### config.mk
export PLATFORM = sky130hd
export DESIGN_NAME = audio_underrun_fade_out_top
export DESIGN_NICKNAME = d
export VERILOG_FILES = /design/src/hw/rtl/auf_pkg.sv /design/src/hw/rtl/auf_ctrl.sv /design/src/hw/rtl/auf_datapath.sv /design/src/hw/rtl/audio_underrun_fade_out_top.sv
export SDC_FILE = /design/constraint.sdc
export NUM_CORES = 1
export LEC_CHECK = 0
export ABC_AREA = 1
export BUFFER_PORTS_ARGS = -buffer_cell sky130_fd_sc_hd__buf_2
export CORE_ASPECT_RATIO = 0.9
export CORE_UTILIZATION = 62
export DETAILED_ROUTE_END_ITERATION = 6
export GPL_ROUTABILITY_DRIVEN = 0
export PLACE_DENSITY = 0.8
export SETUP_SLACK_MARGIN = 0.15
export SLEW_MARGIN = 20
export SYNTH_ARGS = -nofsm -noshare
export SYNTH_HDL_FRONTEND = slang
export SYNTH_SLANG_ARGS = --single-unit
### constraint.sdc
create_clock -name aclk -period 15.85 [get_ports aclk]
set_input_delay 2.3775 -clock aclk [delete_from_list [all_inputs] [get_ports aclk]]
set_output_delay 2.3775 -clock aclk [all_outputs]
set_load 0.01 [all_outputs]
### src/hw/rtl/auf_pkg.sv
package auf_pkg;

    localparam int BLOCK_SAMPLES = 256;
    localparam int SAMPLE_W      = 16;
    localparam int POS_W         = $clog2(BLOCK_SAMPLES);
    localparam int FRAMES_W      = $clog2(BLOCK_SAMPLES / 2 + 1);
    localparam int MAG_W         = SAMPLE_W + 1;
    localparam int NUM_W         = MAG_W + FRAMES_W;
    localparam int CNT_W         = $clog2(NUM_W);

    typedef struct packed {
        logic load;
        logic start;
        logic mul;
        logic div_step;
        logic commit;
    } auf_cmd_t;

    typedef struct packed {
        logic need_div;
        logic div_last;
    } auf_status_t;

endpackage

### src/hw/rtl/auf_ctrl.sv
module auf_ctrl (
    input  logic                 aclk,
    input  logic                 aresetn,
    input  logic                 s_tvalid,
    output logic                 s_tready,
    output logic                 m_tvalid,
    input  logic                 m_tready,
    input  auf_pkg::auf_status_t status,
    output auf_pkg::auf_cmd_t    cmd
);
    import auf_pkg::*;

    localparam logic [2:0] S_IDLE  = 3'd0;
    localparam logic [2:0] S_START = 3'd1;
    localparam logic [2:0] S_MUL   = 3'd2;
    localparam logic [2:0] S_DIV   = 3'd3;
    localparam logic [2:0] S_DONE  = 3'd4;

    logic [2:0] state_reg;
    logic [2:0] state_next;
    logic       m_valid_reg;
    logic       m_valid_next;
    logic       out_free;

    assign s_tready = (state_reg == S_IDLE);
    assign m_tvalid = m_valid_reg;
    assign out_free = !m_valid_reg || m_tready;

    always_comb begin
        state_next   = state_reg;
        cmd          = '0;
        m_valid_next = m_valid_reg && !m_tready;
        unique case (state_reg)
            S_IDLE: begin
                if (s_tvalid) begin
                    cmd.load   = 1'b1;
                    state_next = S_START;
                end
            end
            S_START: begin
                cmd.start  = 1'b1;
                state_next = S_MUL;
            end
            S_MUL: begin
                cmd.mul    = 1'b1;
                state_next = status.need_div ? S_DIV : S_DONE;
            end
            S_DIV: begin
                cmd.div_step = 1'b1;
                if (status.div_last) begin
                    state_next = S_DONE;
                end
            end
            S_DONE: begin
                if (out_free) begin
                    cmd.commit   = 1'b1;
                    m_valid_next = 1'b1;
                    state_next   = S_IDLE;
                end
            end
            default: begin
                state_next = S_IDLE;
            end
        endcase
    end

    always_ff @(posedge aclk) begin
        if (!aresetn) begin
            state_reg   <= S_IDLE;
            m_valid_reg <= 1'b0;
        end else begin
            state_reg   <= state_next;
            m_valid_reg <= m_valid_next;
        end
    end

    assert property (@(posedge aclk) disable iff (!aresetn)
        cmd.commit |-> (!m_valid_reg || m_tready))
        else $error("word overwritten in output register");

    assert property (@(posedge aclk) disable iff (!aresetn)
        (s_tvalid && s_tready) |=> (state_reg == S_START))
        else $error("accepted word not started");

    assert property (@(posedge aclk) disable iff (!aresetn)
        (state_reg == S_DIV && status.div_last) |=> (state_reg == S_DONE))
        else $error("divide did not finish");

    assert property (@(posedge aclk) disable iff (!aresetn)
        $rose(m_valid_reg) |-> $past(cmd.commit))
        else $error("output valid without commit");

endmodule

### src/hw/rtl/auf_datapath.sv
module auf_datapath (
    input  logic                          aclk,
    input  logic                          aresetn,
    input  logic                          cfg_we,
    input  logic                          cfg_wdata,
    input  logic [auf_pkg::SAMPLE_W-1:0]  in_sample,
    input  logic                          in_supplied,
    input  auf_pkg::auf_cmd_t             cmd,
    output auf_pkg::auf_status_t          status,
    output logic [auf_pkg::SAMPLE_W-1:0]  out_sample,
    output logic                          out_fade,
    output logic                          out_last
);
    import auf_pkg::*;

    logic                running_reg;
    logic [POS_W-1:0]    pos_reg;
    logic                fading_reg;
    logic [FRAMES_W-1:0] frames_reg;
    logic [POS_W-1:0]    offset_reg;
    logic [SAMPLE_W-1:0] held_l_reg;
    logic [SAMPLE_W-1:0] held_r_reg;
    logic [SAMPLE_W-1:0] pending_reg;

    logic [SAMPLE_W-1:0] sample_reg;
    logic                supplied_reg;
    logic                need_div_reg;
    logic                neg_reg;
    logic [NUM_W-1:0]    num_reg;
    logic [FRAMES_W-1:0] rem_reg;
    logic [CNT_W-1:0]    cnt_reg;

    logic [SAMPLE_W-1:0] out_sample_reg;
    logic                out_fade_reg;
    logic                out_last_reg;

    logic [POS_W:0]      remain;
    logic                in_range;
    logic [SAMPLE_W-1:0] base;
    logic [MAG_W-1:0]    base_ext;
    logic [MAG_W-1:0]    mag;
    logic [FRAMES_W-1:0] weight;
    logic [FRAMES_W:0]   rem_sh;
    logic                ge;
    logic [FRAMES_W:0]   rem_new;
    logic [MAG_W-1:0]    q_mag;
    logic [MAG_W-1:0]    q_signed;
    logic [SAMPLE_W-1:0] value;
    logic                is_last;

    assign remain   = (POS_W + 1)'(BLOCK_SAMPLES) - {1'b0, pos_reg};
    assign in_range = ((POS_W + 1)'(offset_reg) < (POS_W + 1)'({frames_reg, 1'b0}))
                      && (frames_reg != '0);
    assign base     = offset_reg[0] ? held_r_reg : held_l_reg;
    assign base_ext = {base[SAMPLE_W-1], base};
    assign mag      = base[SAMPLE_W-1] ? (~base_ext + 1'b1) : base_ext;
    assign weight   = frames_reg - FRAMES_W'(offset_reg >> 1);

    assign rem_sh   = {rem_reg, num_reg[NUM_W-1]};
    assign ge       = rem_sh >= {1'b0, frames_reg};
    assign rem_new  = ge ? (rem_sh - {1'b0, frames_reg}) : rem_sh;

    assign q_mag    = num_reg[MAG_W-1:0];
    assign q_signed = neg_reg ? (~q_mag + 1'b1) : q_mag;

    assign is_last  = (pos_reg == POS_W'(BLOCK_SAMPLES - 1));

    always_comb begin
        if (fading_reg) begin
            value = need_div_reg ? q_signed[SAMPLE_W-1:0] : '0;
        end else begin
            value = sample_reg;
        end
    end

    assign status.need_div = running_reg && fading_reg && in_range;
    assign status.div_last = (cnt_reg == '0);

    always_ff @(posedge aclk) begin
        if (cmd.load) begin
            sample_reg   <= in_sample;
            supplied_reg <= in_supplied;
        end
        if (cmd.mul) begin
            need_div_reg <= status.need_div;
            neg_reg      <= base[SAMPLE_W-1];
            num_reg      <= NUM_W'(mag) * NUM_W'(weight);
            rem_reg      <= '0;
            cnt_reg      <= CNT_W'(NUM_W - 1);
        end
        if (cmd.div_step) begin
            num_reg <= {num_reg[NUM_W-2:0], ge};
            rem_reg <= rem_new[FRAMES_W-1:0];
            cnt_reg <= cnt_reg - 1'b1;
        end
    end

    always_ff @(posedge aclk) begin
        if (cmd.commit) begin
            if (running_reg) begin
                out_sample_reg <= value;
                out_fade_reg   <= fading_reg;
                out_last_reg   <= is_last;
            end else begin
                out_sample_reg <= '0;
                out_fade_reg   <= 1'b0;
                out_last_reg   <= 1'b0;
            end
        end
    end

    always_ff @(posedge aclk) begin
        if (!aresetn) begin
            running_reg <= 1'b0;
            pos_reg     <= '0;
            fading_reg  <= 1'b0;
            frames_reg  <= '0;
            offset_reg  <= '0;
            held_l_reg  <= '0;
            held_r_reg  <= '0;
            pending_reg <= '0;
        end else begin
            if (cmd.start && running_reg && !fading_reg && !supplied_reg) begin
                fading_reg <= 1'b1;
                frames_reg <= FRAMES_W'(remain >> 1);
                offset_reg <= '0;
            end
            if (cmd.commit) begin
                if (!running_reg) begin
                    pos_reg     <= '0;
                    fading_reg  <= 1'b0;
                    frames_reg  <= '0;
                    offset_reg  <= '0;
                    held_l_reg  <= '0;
                    held_r_reg  <= '0;
                    pending_reg <= '0;
                end else if (is_last) begin
                    held_l_reg  <= pending_reg;
                    held_r_reg  <= value;
                    pos_reg     <= '0;
                    fading_reg  <= 1'b0;
                    frames_reg  <= '0;
                    offset_reg  <= '0;
                    pending_reg <= '0;
                end else begin
                    pos_reg <= pos_reg + 1'b1;
                    if (fading_reg) begin
                        offset_reg <= offset_reg + 1'b1;
                    end
                    if (pos_reg == POS_W'(BLOCK_SAMPLES - 2)) begin
                        pending_reg <= value;
                    end
                end
            end
            if (cfg_we) begin
                running_reg <= cfg_wdata;
                if (!cfg_wdata) begin
                    pos_reg     <= '0;
                    fading_reg  <= 1'b0;
                    frames_reg  <= '0;
                    offset_reg  <= '0;
                    held_l_reg  <= '0;
                    held_r_reg  <= '0;
                    pending_reg <= '0;
                end
            end
        end
    end

    assign out_sample = out_sample_reg;
    assign out_fade   = out_fade_reg;
    assign out_last   = out_last_reg;

    assert property (@(posedge aclk) disable iff (!aresetn)
        (cmd.commit && running_reg && is_last) |=> (pos_reg == '0 && !fading_reg))
        else $error("block end did not restart position");

    assert property (@(posedge aclk) disable iff (!aresetn)
        (cfg_we && !cfg_wdata) |=> (held_l_reg == '0 && held_r_reg == '0 && !fading_reg))
        else $error("stop did not clear history");

    assert property (@(posedge aclk) disable iff (!aresetn)
        fading_reg |-> ((POS_W + 1)'(offset_reg) <= remain + (POS_W + 1)'(pos_reg)))
        else $error("fade offset beyond block");

endmodule

### src/hw/rtl/audio_underrun_fade_out_top.sv
// Stereo underrun fade-out for fixed-length transmit blocks. Each input word carries one
// interleaved slot and a tuser flag that is 1 when the pipeline supplied it; from the first
// missing slot to the block end, input data is dropped and a linear fade from the last
// left/right pair of the previous block toward zero is sent instead, with m_tuser high and
// m_tlast on the final slot of each block. The block comes out of reset stopped: write
// cfg_wdata = 1 (with cfg_we) to run, and write it only while no word is in flight. Clear
// cfg_wdata (with cfg_we) to stop: output goes to zero and history clears. Each slot steps
// through load, start, multiply and commit; when a fade value is computed, a divide phase
// runs between multiply and commit, in which the restoring divider produces one quotient
// bit per cycle. A slot also waits for as long as the previous word sits unaccepted in the
// output register. A finished word waits in the output register while the next slot is
// accepted and processed.
module audio_underrun_fade_out_top (
    input  logic        aclk,
    input  logic        aresetn,
    input  logic        cfg_we,
    input  logic        cfg_wdata,
    input  logic        s_tvalid,
    output logic        s_tready,
    input  logic [15:0] s_tdata,   // [15:0] sample_in
    input  logic        s_tuser,   // [0] from_pipeline
    output logic        m_tvalid,
    input  logic        m_tready,
    output logic [15:0] m_tdata,   // [15:0] sample_out
    output logic        m_tuser,   // [0] is_fade
    output logic        m_tlast
);
    import auf_pkg::*;

    auf_cmd_t    cmd;
    auf_status_t status;

    auf_ctrl u_ctrl (
        .aclk     (aclk),
        .aresetn  (aresetn),
        .s_tvalid (s_tvalid),
        .s_tready (s_tready),
        .m_tvalid (m_tvalid),
        .m_tready (m_tready),
        .status   (status),
        .cmd      (cmd)
    );

    auf_datapath u_datapath (
        .aclk        (aclk),
        .aresetn     (aresetn),
        .cfg_we      (cfg_we),
        .cfg_wdata   (cfg_wdata),
        .in_sample   (s_tdata),
        .in_supplied (s_tuser),
        .cmd         (cmd),
        .status      (status),
        .out_sample  (m_tdata),
        .out_fade    (m_tuser),
        .out_last    (m_tlast)
    );

endmodule

==> results.cfg, run 1 <==
[global_routing]
grt_pass1_vias = 10642
grt_max_degree = 39
grt_overflow = 0
antenna_found_initial = 0
grt.total_usage_pct = 32.0
grt_pass1_wl_mm = 52.5

[clock_network]
clk_pin_slew_ps = 80
post-cts-setup-buffer-count = 0
cts_hold_buf = 0
cts_buffers = 17
cts.sink_count = 153
ctsRootBufferMaster = clkbuf_16
cts_tree = built
clockBufferDepth = 2
h-tree-depth = 4
clk-insertion-delay-late_ps = 440
cts_resized = 0

[pwr]
p_leak_nw = 6.26
ir_drop_mv = 0.0756
total_power_mw = 1.04
power_density_nw_per_um2 = 76.2

[detailed_routing]
antenna_left = 0
num_vias = 10978
routed_wl_mm = 32.2
dr.first_iter.drc_count = 847
drc = 0
avgViaCountPerCell = 5.74
dr.pass1.iters = 7
routedWlPerCell_um = 16.8

[yosys]
synth_cells = 1612
yosysTopAreaCellShare_pct = 17.8
synth-main-ff-cell = dfxtp_1
synth-edff-count = 75
syn_avg_cell_area_um2 = 7.87
postSynthRegisterBits = 153
synthesis.area_um2 = 12700
synthTopCellsByArea = edfxtp_1 18%, fa_1 15%, dfxtp_1 12%, nand2_1 8.5%, inv_1 8.5%
ys_seq_area_share_pct = 30.1
async_flop_share_pct = 0
synth_cell_types = 60
yosysWarnings = 0
synth_area_leader_cell = edfxtp_1

[layout]
syn_to_final_growth_pct = 8.00
diodes = 0
final_common_cell = nand2_1
seq_area_um2 = 3810
final_cell_area_um2 = 13700
layout-drive-gt1-share_pct = 9.95
fill_cells = 1650
nNetsFinal = 1835
mostFrequentLayoutCells = 288 x nand2_1, 286 x inv_1, 189 x nor2_1
multi_input_area_um2 = 7530
finalNonFillerCells = 1913
largest_reg_flops = 25

[timing]
relSlewSlack_pct = 34.3
max_freq_mhz = 153
skew_ps = 15.6
rsz0062_at_grt = no
tightest_slew_ps = 986
hold_viol_final = 0
finalSetupViolations = 0
fin_tns_setup_ps = 0
min_period_ps = 6540
drv_slew = 0
timing.final.crit_share_pct = 41.3

[worst_hold_path]
hold_path_class = reg2reg
worstHoldPathCells = 2

[setup_path]
critPathKind = reg2reg
worstRegToRegCells = 24
critPathArrivalTime_ps = 6730
endpoint_kind = flop
cp.required_ps = 16040
critPathLaunchType = flop
path_max_fanout = 37

[floorplanning]
core.rowCount = 49
die_height_um = 138
die_area_um2 = 21000
boundaryPins = 43
core_um2 = 20000
die_w_um = 153
start_util_pct = 63.5

[run]
maxCapViolCount = 0

[placement]
post_dp_cell_area_um2 = 13100
post-dp-hpwl_mm = 24.3
dp.cells = 1880
numPortBuffers = 42

[status]
status = completed
==> synthesized netlist by cell type, types with 3 or more instances <==
cell type	count
nor2_2	12
xor2_1	16
fa_1	92
a31oi_1	5
buf_6	4
nand3b_1	8
clkbuf_1	14
nand3_1	90
a22o_1	3
nand3_2	3
nand2_1	288
buf_2	16
nand4_1	21
a21oi_1	81
nor2_1	190
dfxtp_1	78
inv_2	12
inv_1	286
xnor2_1	9
buf_1	5
xor2_4	4
o21ai_0	96
or2_2	11
and2_1	3
ha_1	75
o22ai_1	5
o21bai_1	5
o211ai_1	4
a211oi_1	8
edfxtp_1	75
o21ai_4	3
nor3_1	20
nand2_2	13
o21ai_2	12
o21ai_1	11
==> final timing paths <==
kind | from | end | slack, ps
min | u_datapath.held_r_reg[11]$_SDFF_PN0_ | u_datapath.held_r_reg[11]$_SDFF_PN0_ | 460
min reg2reg | u_datapath.held_r_reg[11]$_SDFF_PN0_ | u_datapath.held_r_reg[11]$_SDFF_PN0_ | 460
max | u_datapath.offset_reg[0]$_SDFF_PN0_ | u_datapath.num_reg[14]$_DFFE_PP_ | 9310
max reg2reg | u_datapath.offset_reg[0]$_SDFF_PN0_ | u_datapath.num_reg[14]$_DFFE_PP_ | 9310
==> metal layers <==
metal | share of wire, % | track usage, %
met1 | 41 | 41.9
met2 | 48 | 54.5
met3 | 8.7 | 4.91
met4 | 2.4 | 11.4
met5 | 0 | 0
==> logic make-up (layout without fill, tap and decap cells) <==
kind of cell | count (synthesis) | after routing | share of synthesized area [%]
AOI/OAI and AO/OA | 246 | 246 | 11.2
xor gates and xnor gates | 31 | 31 | 2.94
adders and majority gates | 167 | 167 | 21.9
buffers and inverters | 344 | 384 | 10.9
DFF | 153 | 153 | 30.1
other | 2 | 8 | 0.0592
and+or+nand+nor | 669 | 669 | 22.9
==> per-stage QoR <==
stage               hold WS [ps]  worst slack, ps  utilization, %
finish                       457             9310            68.5
global route                 468             8870            68.5
CTS                          457             9400            68.4
detailed placement           443             9460            65.3
global placement             439             9590            65.3
floorplan                    426            10270               -
==> report_power, final <==
group	switching, mW	internal (mW)
Combinational	0.113	0.0451
Sequential	0.0177	0.447
Clock	0.204	0.216
==> area by class of cell <==
cell class | instances | area share, %
clock inverters | 15 | 1.40
flip-flops and latches | 153 | 27.8
clock buffers | 17 | 3.11
inverters | 301 | 8.27
well taps | 255 | 2.33
multi-input cells | 1121 | 54.9
repair buffers | 51 | 2.12
==> worst max-delay path, cell delays in order, from the launching register on <==
cell	delay [ps]
dfxtp_1	310
buf_4	270
o21ai_2	840
o21ai_1	180
xnor2_1	640
or2_1	210
fa_1	440
fa_1	500
inv_1	60
fa_1	540
inv_1	60
fa_1	540
inv_1	40
ha_1	350
nand2_1	130
inv_1	90
nand3b_1	70
nand2_1	170
inv_1	50
o21ai_0	370
nand2_1	130
nand2_1	90
nand2_1	50
nand3_1	60
nand2_1	70
Note: power is estimated with default switching activity, not from simulation.
==> run 2: changes to the inputs <==
clock period = 6.7 ns   (was 15.85 ns; I/O delays follow)
==> run 2 against run 1 <==
Against the previous run: utilization rose by 0.29 points; critical path type unchanged; die area stayed put; maximum frequency increased by 6.5%; power grew 140%; critical path depth increased by 4; register-to-register slack got worse by 8800 ps; combinational power grew 140%; clock-buffer cell count is the same; the run now ends with design-rule violations left; via count rose by 0.53%; cell area grew 0.42%; clock skew rose by 3.5 ps; non-clock buffer count grew 7.
==> results.cfg, run 2 (synthesis results as in run 1) <==
[setup_path]
critPathLaunchType = flop
crit_slowest_cell = fa_1
endpoint_kind = flop
slowest_delay_ps = 580
path_max_fanout = 13
critPathKind = reg2reg
r2r_slack_ps = 560
critPathArrivalTime_ps = 6330
cp.required_ps = 6890

[timing]
timing.final.crit_share_pct = 91.7
fin_tns_setup_ps = 0
tightest_slew_ps = 1050
min_period_ps = 6140
finalSetupViolations = 0
rsz0062_at_grt = no
relSlewSlack_pct = 29.9
max_freq_mhz = 163
drv_slew = 0
hold_viol_final = 0
skew_ps = 19.1

[global_routing]
grt_pass1_vias = 10397
grt.total_usage_pct = 31.8
top_usage_layer = met2
grtUsageMet1_pct = 43.0
grt_overflow = 0
antenna_found_initial = 0
grt_use_met2_pct = 52.2
grt_max_degree = 39
grt_pass1_wl_mm = 52.3
grt_use_met3_pct = 5.28

[clock_network]
ctsRootBufferMaster = clkbuf_16
cts_tree = built
h-tree-depth = 4
clk-insertion-delay-late_ps = 440
cts_hold_buf = 0
clk_pin_slew_ps = 70
clockBufferDepth = 2
cts.sink_count = 153
cts_buffers = 17

[layout]
syn_to_final_growth_pct = 8.45
layout-drive-gt1-share_pct = 10.6
fill_cells = 1592
diodes = 0
mostFrequentLayoutCells = 288 x nand2_1, 285 x inv_1, 189 x nor2_1
final_common_cell = nand2_1
seq_area_um2 = 3820
multi_input_area_um2 = 7530
nNetsFinal = 1842
largest_reg_flops = 25

[floorplanning]
core.rowCount = 49
core_um2 = 20000
start_util_pct = 63.5
die_w_um = 153
boundaryPins = 43
die_height_um = 138
die_area_um2 = 21000

[pwr]
p_clk_share_pct = 40.3
seqPwrFrac_pct = 44.4
power_density_nw_per_um2 = 180
p_leak_nw = 6.30
total_power_mw = 2.47
ir_drop_mv = 0.206
intPower_mw = 1.68
power.share.switching_pct = 32.2
switchingPower_mw = 0.797
combinationalPowerShare_pct = 15.3

[worst_hold_path]
hold_path_class = reg2reg

[run]
maxCapViolCount = 0

[detailed_routing]
dr.pass1.iters = 7
drc = 2
routed_wl_mm = 32.4
routedWlPerCell_um = 16.9
antenna_left = 0
num_vias = 11036
avgViaCountPerCell = 5.75
dr.first_iter.drc_count = 1046

[placement]
post-dp-hpwl_mm = 24.6
numPortBuffers = 42

[status]
status = complete, but fails checks
violations = design-rule violations
==> run 2: timing repair <==
item | in CTS | in global routing
buffers inserted | 0 | 1
endpoints found under the setup margin | 0 | 15
resized for setup | 0 | 6
==> run 2: per-layer routing <==
metal  vias up  wire, um
li1       5198         -
met1      5192     13600
met2       571     15000
met3        75      3000
met4         0       770
met5         -         0
==> run 2: stage by stage <==
step           instances  hold slack, ps  utilization, %  area [um^2]  setup slack, ps
6_report            1920             461            68.8        13800              557
5_1_grt             1920             491            68.8        13800              206
4_1_cts             1918             457            68.6        13700              251
3_5_place_dp        1886             443            65.6        13100              315
3_3_place_gp        1886             440            65.6        13100              427
2_1_floorplan       1618             426               -        12700             1120
==> run 2: power by group through the flow <==
stage                     registers [mW]  logic, mW  clock network (mW)
after floorplan                     1.11      0.255                   0
after global placement              1.12      0.346                   0
after detailed placement            1.12      0.357                   0
after CTS                           1.10      0.361               0.998
after global routing                1.10      0.416                1.03
final                               1.10      0.378               0.996
==> run 2: critical path: cells and delay by family (launching register included) <==
kind	cells	cell delay (ps)
flops	1	330
buf+inv	7	690
compound gates	3	430
simple gates	10	1150
fa+ha+maj	7	3110
xor+xnor	1	190
==> run 2: area by class of cell <==
| type | instances | share of cell area [%] |
|---|---|---|
| clock buffers | 17 | 3.09 |
| clock inverters | 15 | 1.28 |
| inverters | 301 | 8.25 |
| multi-input cells | 1121 | 54.8 |
| flip-flops and latches | 153 | 27.7 |
| well taps | 255 | 2.32 |
| repair buffers | 58 | 2.55 |
==> run 2: path summary, 6_finish.rpt <==
kind                            cells after the start                                 start                             endpoint
worst min register to register                      2  u_datapath.pending_reg[4]$_SDFF_PN0_  u_datapath.held_l_reg[4]$_SDFF_PN0_
worst max register to register                     28   u_datapath.frames_reg[0]$_SDFF_PN0_     u_datapath.num_reg[17]$_DFFE_PP_
worst max-delay path                               28   u_datapath.frames_reg[0]$_SDFF_PN0_     u_datapath.num_reg[17]$_DFFE_PP_
worst min-delay path                                2  u_datapath.pending_reg[4]$_SDFF_PN0_  u_datapath.held_l_reg[4]$_SDFF_PN0_
